`src/csl_pkg.sv`:
```
// Shared types, token kinds and character classes for the C subset lexer.
`timescale 1ns / 1ps

package csl_pkg;

  localparam int unsigned IDENT_MAX_LEN_DEF  = 31;
  localparam int unsigned STRING_MAX_LEN_DEF = 100;
  localparam int unsigned FIFO_DEPTH         = 4;
  localparam int unsigned FIFO_PTR_W         = $clog2(FIFO_DEPTH);

  localparam logic [5:0] K_IDENT     = 6'd0;
  localparam logic [5:0] K_NUMBER    = 6'd1;
  localparam logic [5:0] K_STRING    = 6'd2;
  localparam logic [5:0] K_KW_IF     = 6'd3;
  localparam logic [5:0] K_KW_ELSE   = 6'd4;
  localparam logic [5:0] K_KW_WHILE  = 6'd5;
  localparam logic [5:0] K_KW_FOR    = 6'd6;
  localparam logic [5:0] K_EOF       = 6'd40;
  localparam logic [5:0] K_ILLEGAL   = 6'd41;
  localparam logic [5:0] K_CHAR_OPEN = 6'd42;
  localparam logic [5:0] K_CHAR_MANY = 6'd43;
  localparam logic [5:0] K_STR_OPEN  = 6'd44;
  localparam logic [5:0] K_STR_LONG  = 6'd45;

  localparam logic [7:0] CH_SQUOTE = 8'h27;
  localparam logic [7:0] CH_DQUOTE = 8'h22;
  localparam logic [7:0] CH_BSLASH = 8'h5C;
  localparam logic [7:0] CH_NL     = 8'h0A;
  localparam logic [7:0] CH_LOWER_N = 8'h6E;
  localparam logic [7:0] CH_LOWER_T = 8'h74;

  localparam logic [39:0] KW_IF    = 40'h00_0000_6669;
  localparam logic [39:0] KW_ELSE  = 40'h00_6573_6C65;
  localparam logic [39:0] KW_WHILE = 40'h65_6C69_6877;
  localparam logic [39:0] KW_FOR   = 40'h00_0072_6F66;

  typedef struct packed {
    logic [5:0]         kind;
    logic signed [31:0] value;
    logic [31:0]        start;
    logic [7:0]         len;
    logic               last;
  } token_t;

  function automatic logic is_letter(input logic [7:0] b);
    is_letter = b inside {[8'h61:8'h7A], [8'h41:8'h5A], 8'h5F};
  endfunction

  function automatic logic is_digit(input logic [7:0] b);
    is_digit = b inside {[8'h30:8'h39]};
  endfunction

  function automatic logic is_space(input logic [7:0] b);
    is_space = b inside {8'h20, 8'h09, 8'h0A, 8'h0D, 8'h0B, 8'h0C};
  endfunction

  function automatic logic starts_op2(input logic [7:0] b);
    starts_op2 = b inside {8'h2B, 8'h2D, 8'h2A, 8'h2F, 8'h3C, 8'h3E, 8'h3D, 8'h21, 8'h26,
                           8'h7C};
  endfunction

  // Illegal kind when the byte is no punctuation
  function automatic logic [5:0] punct_kind(input logic [7:0] b);
    case (b)
      "$":     punct_kind = 6'd17;
      "(":     punct_kind = 6'd18;
      ")":     punct_kind = 6'd19;
      "{":     punct_kind = 6'd20;
      "}":     punct_kind = 6'd21;
      "[":     punct_kind = 6'd22;
      "]":     punct_kind = 6'd23;
      "+":     punct_kind = 6'd24;
      "-":     punct_kind = 6'd25;
      "*":     punct_kind = 6'd26;
      "/":     punct_kind = 6'd27;
      "%":     punct_kind = 6'd28;
      "=":     punct_kind = 6'd29;
      "<":     punct_kind = 6'd30;
      ">":     punct_kind = 6'd31;
      "&":     punct_kind = 6'd32;
      "|":     punct_kind = 6'd33;
      "!":     punct_kind = 6'd34;
      ",":     punct_kind = 6'd35;
      ";":     punct_kind = 6'd36;
      ":":     punct_kind = 6'd37;
      ".":     punct_kind = 6'd38;
      "#":     punct_kind = 6'd39;
      default: punct_kind = K_ILLEGAL;
    endcase
  endfunction

  // Illegal kind when the pair is no two-character operator
  function automatic logic [5:0] op2_kind(input logic [7:0] a, input logic [7:0] b);
    case ({a, b})
      "+=":    op2_kind = 6'd7;
      "-=":    op2_kind = 6'd8;
      "*=":    op2_kind = 6'd9;
      "/=":    op2_kind = 6'd10;
      "<=":    op2_kind = 6'd11;
      ">=":    op2_kind = 6'd12;
      "==":    op2_kind = 6'd13;
      "!=":    op2_kind = 6'd14;
      "&&":    op2_kind = 6'd15;
      "||":    op2_kind = 6'd16;
      default: op2_kind = K_ILLEGAL;
    endcase
  endfunction

endpackage

```
`src/c_subset_lexer_top.sv`:
```
// Streaming C subset lexer: per-byte state update and a small token queue.
//
//  channel | direction | beat                         | handshake
//  --------+-----------+------------------------------+-----------------------
//  in      | input     | in_byte, end_of_input        | in_valid_i / in_ready_o
//  out     | output    | kind, value, start, length,  | out_valid_o / out_ready_i
//          |           | last_of_run                  |
//
// One input beat is taken per cycle; its zero to two tokens are written to a
// four-entry queue in the same edge. Input is held back only while fewer than
// two queue entries are free, so the queue drain rate sets throughput when
// every byte yields two tokens. Reset returns the lexer to idle at position 0
// and empties the queue; no clearing pass is needed.
`timescale 1ns / 1ps

module c_subset_lexer_top #(
  parameter int unsigned IdentMaxLen  = csl_pkg::IDENT_MAX_LEN_DEF,
  parameter int unsigned StringMaxLen = csl_pkg::STRING_MAX_LEN_DEF
) (
  input  logic               clk_i,
  input  logic               rst_ni,
  input  logic               in_valid_i,
  output logic               in_ready_o,
  input  logic [7:0]         in_byte_i,
  input  logic               end_of_input_i,
  output logic               out_valid_o,
  input  logic               out_ready_i,
  output logic [5:0]         token_kind_o,
  output logic signed [31:0] token_value_o,
  output logic [31:0]        start_pos_o,
  output logic [7:0]         text_length_o,
  output logic               last_of_run_o
);
  import csl_pkg::*;

  localparam logic [2:0] M_IDLE   = 3'd0;
  localparam logic [2:0] M_IDENT  = 3'd1;
  localparam logic [2:0] M_NUMBER = 3'd2;
  localparam logic [2:0] M_CHAR   = 3'd3;
  localparam logic [2:0] M_STRING = 3'd4;
  localparam logic [2:0] M_OP     = 3'd5;

  localparam logic [7:0] IdentLim  = 8'(IdentMaxLen);
  localparam logic [7:0] StringLim = 8'(StringMaxLen);
  localparam int unsigned CntW     = $clog2(FIFO_DEPTH + 1);

  logic [2:0]  mode_q, mode_d;
  logic [7:0]  op_q, op_d;
  logic [31:0] acc_q, acc_d;
  logic [31:0] start_q, start_d;
  logic [31:0] pos_q, pos_d;
  logic [7:0]  len_q, len_d;
  logic [39:0] kw_q, kw_d;
  logic        esc_q, esc_d;
  logic [1:0]  cc_q, cc_d;

  token_t      res [2];
  logic [1:0]  nres;
  logic        in_fire, out_fire;

  token_t                fifo_q [FIFO_DEPTH];
  logic [FIFO_PTR_W-1:0] wr_q, rd_q;
  logic [CntW-1:0]       cnt_q;

  assign in_fire  = in_valid_i && in_ready_o;
  assign out_fire = out_valid_o && out_ready_i;

  always_comb begin
    logic [7:0]  b;
    logic        do_idle;
    logic [5:0]  k;
    logic [5:0]  ident_kind;
    logic [7:0]  len_inc;
    logic [2:0]  cc_eff;

    b       = in_byte_i;
    do_idle = 1'b0;
    k       = K_ILLEGAL;
    nres    = 2'd0;
    res[0]  = '0;
    res[1]  = '0;

    mode_d  = mode_q;
    op_d    = op_q;
    acc_d   = acc_q;
    start_d = start_q;
    pos_d   = pos_q;
    len_d   = len_q;
    kw_d    = kw_q;
    esc_d   = esc_q;
    cc_d    = cc_q;

    len_inc = (len_q != 8'hFF) ? len_q + 8'd1 : len_q;
    cc_eff  = {1'b0, cc_q} + {2'b00, esc_q};

    ident_kind = K_IDENT;
    if (len_q == 8'd2 && kw_q == KW_IF) begin
      ident_kind = K_KW_IF;
    end else if (len_q == 8'd4 && kw_q == KW_ELSE) begin
      ident_kind = K_KW_ELSE;
    end else if (len_q == 8'd5 && kw_q == KW_WHILE) begin
      ident_kind = K_KW_WHILE;
    end else if (len_q == 8'd3 && kw_q == KW_FOR) begin
      ident_kind = K_KW_FOR;
    end

    if (end_of_input_i) begin
      case (mode_q)
        M_IDENT: begin
          res[0] = '{ident_kind, 32'sd0, start_q, len_q, 1'b0};
          nres   = 2'd1;
        end
        M_NUMBER: begin
          res[0] = '{K_NUMBER, acc_q, start_q, len_q, 1'b0};
          nres   = 2'd1;
        end
        M_CHAR: begin
          res[0] = '{(cc_eff >= 3'd2) ? K_CHAR_MANY : K_CHAR_OPEN, 32'sd0, start_q,
                     len_q, 1'b0};
          nres   = 2'd1;
        end
        M_STRING: begin
          res[0] = '{esc_q ? K_STR_LONG : K_STR_OPEN, 32'sd0, start_q, len_q, 1'b0};
          nres   = 2'd1;
        end
        M_OP: begin
          res[0] = '{punct_kind(op_q), 32'sd0, start_q, 8'd1, 1'b0};
          nres   = 2'd1;
        end
        default: begin
        end
      endcase
      res[nres[0]] = '{K_EOF, 32'sd0, pos_q, 8'd0, 1'b0};
      nres         = nres + 2'd1;
      mode_d       = M_IDLE;
    end else begin
      pos_d = pos_q + 32'd1;
      case (mode_q)
        M_IDENT: begin
          if (is_letter(b) || is_digit(b)) begin
            if (len_q < IdentLim) begin
              for (int i = 0; i < 5; i++) begin
                if (len_q == 8'(i)) begin
                  kw_d[8*i +: 8] = b;
                end
              end
              len_d = len_q + 8'd1;
            end
          end else begin
            res[0]  = '{ident_kind, 32'sd0, start_q, len_q, 1'b0};
            nres    = 2'd1;
            do_idle = 1'b1;
          end
        end
        M_NUMBER: begin
          if (is_digit(b)) begin
            acc_d = (acc_q << 3) + (acc_q << 1) + {28'h0, b[3:0]};
            len_d = len_inc;
          end else begin
            res[0]  = '{K_NUMBER, acc_q, start_q, len_q, 1'b0};
            nres    = 2'd1;
            do_idle = 1'b1;
          end
        end
        M_CHAR: begin
          if (esc_q) begin
            esc_d = 1'b0;
            if (b == CH_LOWER_N || b == CH_LOWER_T) begin
              acc_d = (b == CH_LOWER_N) ? 32'd10 : 32'd9;
              len_d = len_inc;
            end else if (cc_q != 2'd3) begin
              cc_d = cc_q + 2'd1;
            end
          end else if (b == CH_SQUOTE) begin
            if (cc_q >= 2'd2) begin
              res[0] = '{K_CHAR_MANY, 32'sd0, start_q, len_q, 1'b0};
            end else begin
              res[0] = '{K_NUMBER, acc_q, start_q, len_q, 1'b0};
            end
            nres   = 2'd1;
            mode_d = M_IDLE;
          end else if (b == CH_NL) begin
            res[0] = '{(cc_q >= 2'd2) ? K_CHAR_MANY : K_CHAR_OPEN, 32'sd0, start_q,
                       len_q, 1'b0};
            nres   = 2'd1;
            mode_d = M_IDLE;
          end else begin
            len_d = len_inc;
            acc_d = {24'h0, b};
            if (cc_q != 2'd3) begin
              cc_d = cc_q + 2'd1;
            end
            if (b == CH_BSLASH) begin
              esc_d = 1'b1;
            end
          end
        end
        M_STRING: begin
          if (b == CH_DQUOTE || b == CH_NL) begin
            if (esc_q) begin
              k = K_STR_LONG;
            end else begin
              k = (b == CH_DQUOTE) ? K_STRING : K_STR_OPEN;
            end
            res[0] = '{k, 32'sd0, start_q, len_q, 1'b0};
            nres   = 2'd1;
            mode_d = M_IDLE;
          end else if (len_q >= StringLim) begin
            esc_d = 1'b1;
          end else begin
            len_d = len_inc;
          end
        end
        M_OP: begin
          k = op2_kind(op_q, b);
          if (k != K_ILLEGAL) begin
            res[0] = '{k, 32'sd0, start_q, 8'd2, 1'b0};
            nres   = 2'd1;
            mode_d = M_IDLE;
          end else begin
            res[0]  = '{punct_kind(op_q), 32'sd0, start_q, 8'd1, 1'b0};
            nres    = 2'd1;
            do_idle = 1'b1;
          end
        end
        default: begin
          do_idle = 1'b1;
        end
      endcase

      if (do_idle) begin
        mode_d = M_IDLE;
        if (!is_space(b)) begin
          start_d = pos_q;
          if (is_letter(b)) begin
            mode_d = M_IDENT;
            len_d  = 8'd1;
            kw_d   = {32'h0, b};
          end else if (is_digit(b)) begin
            mode_d = M_NUMBER;
            len_d  = 8'd1;
            acc_d  = {28'h0, b[3:0]};
          end else if (b == CH_SQUOTE) begin
            mode_d = M_CHAR;
            len_d  = 8'd0;
            acc_d  = 32'd0;
            cc_d   = 2'd0;
            esc_d  = 1'b0;
          end else if (b == CH_DQUOTE) begin
            mode_d = M_STRING;
            len_d  = 8'd0;
            esc_d  = 1'b0;
          end else if (starts_op2(b)) begin
            mode_d = M_OP;
            op_d   = b;
          end else begin
            res[nres[0]] = '{punct_kind(b), 32'sd0, pos_q, 8'd1, 1'b0};
            nres         = nres + 2'd1;
          end
        end
      end
    end

    res[0].last = (nres == 2'd1);
    res[1].last = 1'b1;
  end

  always_ff @(posedge clk_i or negedge rst_ni) begin
    if (!rst_ni) begin
      mode_q  <= M_IDLE;
      op_q    <= '0;
      acc_q   <= '0;
      start_q <= '0;
      pos_q   <= '0;
      len_q   <= '0;
      kw_q    <= '0;
      esc_q   <= 1'b0;
      cc_q    <= '0;
    end else if (in_fire) begin
      mode_q  <= mode_d;
      op_q    <= op_d;
      acc_q   <= acc_d;
      start_q <= start_d;
      pos_q   <= pos_d;
      len_q   <= len_d;
      kw_q    <= kw_d;
      esc_q   <= esc_d;
      cc_q    <= cc_d;
    end
  end

  // Token queue
  assign in_ready_o  = cnt_q <= CntW'(FIFO_DEPTH - 2);
  assign out_valid_o = cnt_q != '0;

  always_ff @(posedge clk_i or negedge rst_ni) begin
    if (!rst_ni) begin
      wr_q  <= '0;
      rd_q  <= '0;
      cnt_q <= '0;
    end else begin
      if (in_fire) begin
        wr_q <= wr_q + FIFO_PTR_W'(nres);
      end
      if (out_fire) begin
        rd_q <= rd_q + 1'b1;
      end
      cnt_q <= cnt_q + (in_fire ? CntW'(nres) : '0) - CntW'(out_fire);
    end
  end

  always_ff @(posedge clk_i) begin
    if (in_fire && nres != 2'd0) begin
      fifo_q[wr_q] <= res[0];
    end
    if (in_fire && nres == 2'd2) begin
      fifo_q[wr_q + 1'b1] <= res[1];
    end
  end

  assign token_kind_o  = fifo_q[rd_q].kind;
  assign token_value_o = fifo_q[rd_q].value;
  assign start_pos_o   = fifo_q[rd_q].start;
  assign text_length_o = fifo_q[rd_q].len;
  assign last_of_run_o = fifo_q[rd_q].last;

  a_cnt_bound: assert property (@(posedge clk_i) disable iff (!rst_ni)
    cnt_q <= CntW'(FIFO_DEPTH))
    else $error("token queue overfilled");

  a_eoi_emits: assert property (@(posedge clk_i) disable iff (!rst_ni)
    in_fire && end_of_input_i |-> nres != 2'd0)
    else $error("end of input gave no token");

  a_eoi_idle: assert property (@(posedge clk_i) disable iff (!rst_ni)
    in_fire && end_of_input_i |=> mode_q == M_IDLE && pos_q == $past(pos_q))
    else $error("end of input left lexer busy or moved position");

  a_pos_adv: assert property (@(posedge clk_i) disable iff (!rst_ni)
    in_fire && !end_of_input_i |=> pos_q == $past(pos_q) + 32'd1)
    else $error("byte position did not advance");

endmodule
```
`config.mk`:
```
export PLATFORM = sky130hd
export DESIGN_NAME = c_subset_lexer_top
export DESIGN_NICKNAME = d
export VERILOG_FILES = /design/src/csl_pkg.sv /design/src/c_subset_lexer_top.sv
export SDC_FILE = /design/constraint.sdc
export NUM_CORES = 1
export LEC_CHECK = 0
export ABC_CLOCK_PERIOD_IN_PS = 4900
export BUFFER_PORTS_ARGS = -buffer_cell sky130_fd_sc_hd__buf_2
export CORE_MARGIN = 2
export CORE_UTILIZATION = 56
export DETAILED_ROUTE_END_ITERATION = 6
export PLACE_DENSITY = 0.76
export SYNTH_ARGS = -nofsm -noshare
export SYNTH_HDL_FRONTEND = slang
export SYNTH_SLANG_ARGS = --single-unit
```
`constraint.sdc`:
```
create_clock -name clk_i -period 4.9 [get_ports clk_i]
set_input_delay 0.245 -clock clk_i [delete_from_list [all_inputs] [get_ports clk_i]]
set_output_delay 0.245 -clock clk_i [all_outputs]
set_load 0.02 [all_outputs]
```
; ---- Word-level counts from Yosys, hierarchy flattened
; Memory sizes are Yosys's and may differ from the RTL's.
; Cells that the tools add are included.
[op_classes]
add_sub_neg = 13
mul = 0
div = 0
order_cmp = 15
eq_ne = 91
shifts = 0
muxes = 154
bitwise_logic = 8
n_reduce_logical = 29
[ops]
columns = op, count
row1 = $mux 158, 8
row2 = $mux 79, 11
row3 = $pmux 79 s5, 2
row4 = $mux 32, 10
row5 = $bwmux 158, 2
row6 = $eq 8x6->1 const B, 39
row7 = $pmux 6 s23, 2
row8 = $mux 40, 6
row9 = $mux 8, 21
row10 = $demux 79 s1, 2
row11 = $eq 16x14->1 const B, 9
row12 = $eq 8x7->1 const B, 14
row13 = $mux 6, 14
row14 = $mux 74, 1
row15 = $pmux 32 s2, 1
row16 = $pmux 6 s10, 1
row17 = $mux 2, 23
row18 = $mux 3, 15
row19 = $eq 40x15->1 const B, 1
row20 = $eq 40x23->1 const B, 1
row21 = $eq 40x31->1 const B, 1
row22 = $eq 40x39->1 const B, 1
row23 = $eq 8x4->1 const B, 5
row24 = $add 32x1->32 const B, 1
row25 = other kinds (53), 119
[totals]
regBits = 165
latch_bits = 0
mem_bits_rw = 316
mem_bits_ro = 0
out_inout_bits = 81
wordCells = 323
mem_count = 1
[mem_list]
columns = name, depth, word_bits, rd, rd_clocked_by_memory_dff, write_ports, line
row1 = fifo_q, 4, 79, 1, 0, 2, c_subset_lexer_top.sv:61  ; token_t fifo_q [FIFO_DEPTH];

; ---- Longest topological paths before layout
[logic_depth]
depth_word = 21
depth_mapped = 19

; ---- Worst setup path before layout
; OpenSTA, ideal clock, no wires.
[synth_path]
kind = in2reg
startpoint = in in_byte_i[6]
endpoint = mem fifo_q[1][10] in the netlist's numbering (enable)
setup_ns = 0.438
arrival_time_ns = 4.605
path_slack_ns = -0.144
path_stages = 13
n_path_buf = 3
path_cell_list = buf_2 nor2b_1 and3b_1 a32oi_1 nand2_2 o21ai_2 nand4b_2 ha_1 o41ai_2 nand2_1 clkbuf_1 buf_2 nand2_1
[synth_rtl]
columns = element, line
row1 = "start, declared", c_subset_lexer_top.sv:24  ; input logic [7:0] in_byte_i,
row2 = "end, declared", c_subset_lexer_top.sv:61

==> flow_summary.json <==
{
  "status": "completed",
  "clockPowerShare_pct": 28.6,
  "grt_pass1_wl_mm": 105,
  "area_delta_synth_final_pct": 11.5,
  "period_needed_ns": 4.30,
  "cp.required_ns": 5.20,
  "n_antenna_cell": 0,
  "core_um2": 44100,
  "setup_ws_ns": 0.605,
  "synth_nets": 2319,
  "port_buffers": 93,
  "io-pin-count": 94,
  "finish.instance_area_um2": 27900,
  "final_cells": 2912,
  "grt_overflow": 0,
  "clkSinkCount": 481,
  "ys_types": 94,
  "firstDrtPassIters": 6,
  "numPlacedInstances": 2820,
  "p_leak_nw": 10.1,
  "synth_edf_count": 312,
  "skew_ns": 0.0178,
  "netlist_instances": 2235,
  "combPwrFrac_pct": 30.6,
  "numCtsBuffers": 49,
  "cts_tree": "yes",
  "cts_hold_buf": 1,
  "ir_drop_v": 0.000440,
  "initial_core_util_pct": 56.7,
  "netSwitchingPower_mw": 4.70,
  "finalSetupViolCount": 0,
  "vias": 19236,
  "post_cts_buffers": 0,
  "die_h_um": 215,
  "internal_power_mw": 8.66,
  "p_per_area_nw_per_um2": 479,
  "die_w_um": 215,
  "worstMarginPinSlew_ns": 0.972,
  "rsz0062_at_grt": "no",
  "place_area_um2": 26300,
  "dp_hpwl_mm": 42.2,
  "routabilityCongestion": 0.961,
  "final_hold_viol_count": 0,
  "groute.usage.overall_pct": 28.7,
  "hp-class": "in2reg",
  "grt_start_max_net_pins": 79,
  "syn_area_per_cell_um2": 11.2,
  "drtIter0Drc": 2222,
  "die_area_um2": 46400,
  "swShare_pct": 35.2,
  "cts_resized": 0,
  "endpoint_kind": "flip-flop",
  "ys_seq_area_share_pct": 54.3,
  "synth_ff_type": "edfxtp_1",
  "start_kind": "flip-flop",
  "clk_latency_ns": 0.61,
  "ant_nets": 0,
  "dp_slack_ns": 0.449,
  "slew_viol_final": 0,
  "tns_ns": 0,
  "period_share_pct": 87.7,
  "synth.area.top_cells": "edfxtp_1 37%, dfrtp_1 17%, mux4_2 7.1%",
  "slew_headroom_pct": 35.2,
  "wl_per_cell_um": 22.8,
  "drive_gt1_share_pct": 15.2,
  "arrival_ns": 4.59,
  "first_global_vias": 18699,
  "synth-seq-cells": 481,
  "syn-cell-area_um2": 25000,
  "viasPerCell": 6.61,
  "power.share.sequential_pct": 40.8,
  "drv_cap": 0,
  "antenna_found_initial": 0,
  "netlist.area_leader.share_pct": 37.4,
  "root_buffer": "clkbuf_16",
  "crit_fanout": 21,
  "drt_wl_total_mm": 66.3,
  "cts.clk_slew.worst_paths_ns": 0.06,
  "async_flop_share_pct": 34.3,
  "num_rows": 77,
  "cts_buffer_depth": 3,
  "drc": 0,
  "synth_top_area_cell": "edfxtp_1",
  "nNetsFinal": 2364,
  "clock.fmax_ghz": 0.233,
  "htreeDepth": 2,
  "critical_path_class": "reg2reg",
  "synth_warnings": 0
}
==> worst paths after layout <==
check	slack (ns)	cells past startpoint	startpoint	to
worst max-delay path	0.60	10	mode_q[2]	fifo_q[0][56]
worst min-delay path	0.06	3	out_ready_i	rd_q[0]
worst max register to register	0.60	10	mode_q[2]	fifo_q[0][56]
worst min register to register	0.47	2	start_q[17]	start_q[17]
max in group asynchronous	3.44	3	rst_ni	start_q[12]
min in group asynchronous	0.25	2	rst_ni	acc_q[24]
==> Yosys cell counts, drive strengths merged (8+ instances only) <==
cell type and number:
a21o 14, a21oi 59, a22o 32, a22oi 41, a31oi 14, a32oi 8
and2 18, and3 19, buf 47, clkbuf 108, dfrtp 165, edfxtp 312
ha 68, inv 37, mux2 12, mux4 79, nand2 328, nand2b 18
nand3 39, nand4 17, nor2 248, nor2b 21, nor3 38, nor4 11
o211ai 12, o21a 9, o21ai 98, o22ai 131, o2bb2ai 32, o31ai 8
or3 10, xnor2 45, xor2 18
==> stage by stage <==
stage	power, mW	utilization, %	hold WS, ns
final	13.4	63.2	0.0554
after global routing	13.9	63.2	0.0944
after CTS	13.4	63.2	0.0399
after detailed placement	9.57	59.5	0.294
after global placement	9.50	59.5	0.286
after floorplan	8.11	-	-0.0506
==> state kept, by name, summed over array words and instances, names as in the netlist <==
name and count:
acc_q 32, mode_q 3, fifo_q 316, kw_q 40
cc_q 2, op_q 8, pos_q 32, wr_q 2
start_q 32, rd_q 2, cnt_q 3, len_q 8
esc_q 1
==> cell type report <==
type | count | area (µm²)
clock buffer | 68 | 1380
clock inverter | 23 | 254
fill | 3424 | 16200
inverter | 37 | 139
multi-input combinational | 1562 | 10800
sequential | 481 | 13600
tap | 592 | 741
timing repair buffer | 149 | 1040
==> logic make-up (layout without fill, tap and decap cells) <==
kind of cell               count (synthesis)  after routing  share of synthesized area (%)
muxes                                     94             94                           7.77
adders and majority gates                 71             71                           3.64
AOI/OAI and AO/OA                        526            526                           14.4
xor gates and xnor gates                  63             63                           2.21
and+or+nand+nor                          808            808                           14.6
DFF                                      481            481                           54.3
buffers and inverters                    192            277                           3.09
==> worst max-delay path, stage by stage (launching register included) <==
cell	delay, ns
dfrtp_1	0.73
nand2b_1	0.37
nor2_1	0.12
nand2_1	0.18
o21ai_2	0.13
nand4b_2	0.37
ha_1	0.43
o41ai_2	0.53
nand2_1	0.40
nand2_4	0.45
buf_12	0.24
==> per-layer routing <==
layer  wire length, µm  track usage (%)  part of all wire [%]
met2             31500             45.8                    48
met4              1910             9.95                   2.9
met3              5790             3.76                   8.7
met5                 0                0                     0
met1             27100             41.0                    41
==> cells in the final DEF, fill, tap and decap left out, drive strengths merged, types with 14 or more instances in the layout <==
| cell type | n |
|---|---|
| a21o | 14 |
| inv | 40 |
| a22o | 32 |
| dfrtp | 165 |
| xnor2 | 45 |
| ha | 68 |
| nor3 | 38 |
| o22ai | 131 |
| and3 | 19 |
| a21oi | 59 |
| o2bb2ai | 32 |
| edfxtp | 312 |
| clkbuf | 68 |
| nand4 | 17 |
| mux4 | 79 |
| buf | 148 |
| xor2 | 18 |
| nand3 | 39 |
| a22oi | 41 |
| and2 | 18 |
| o21ai | 98 |
| nand2b | 18 |
| a31oi | 14 |
| nor2 | 248 |
| nor2b | 21 |
| nand2 | 328 |
==> power groups by stage <==
stage	clock network, mW	registers (mW)	logic [mW]
6_report	3.82	5.46	4.08
5_1_grt	4.01	5.54	4.32
4_1_cts	3.85	5.46	4.06
3_5_place_dp	0	5.53	4.04
3_3_place_gp	0	5.50	4.00
2_1_floorplan	0	5.15	2.96
Power figures use the tool's default switching activity.
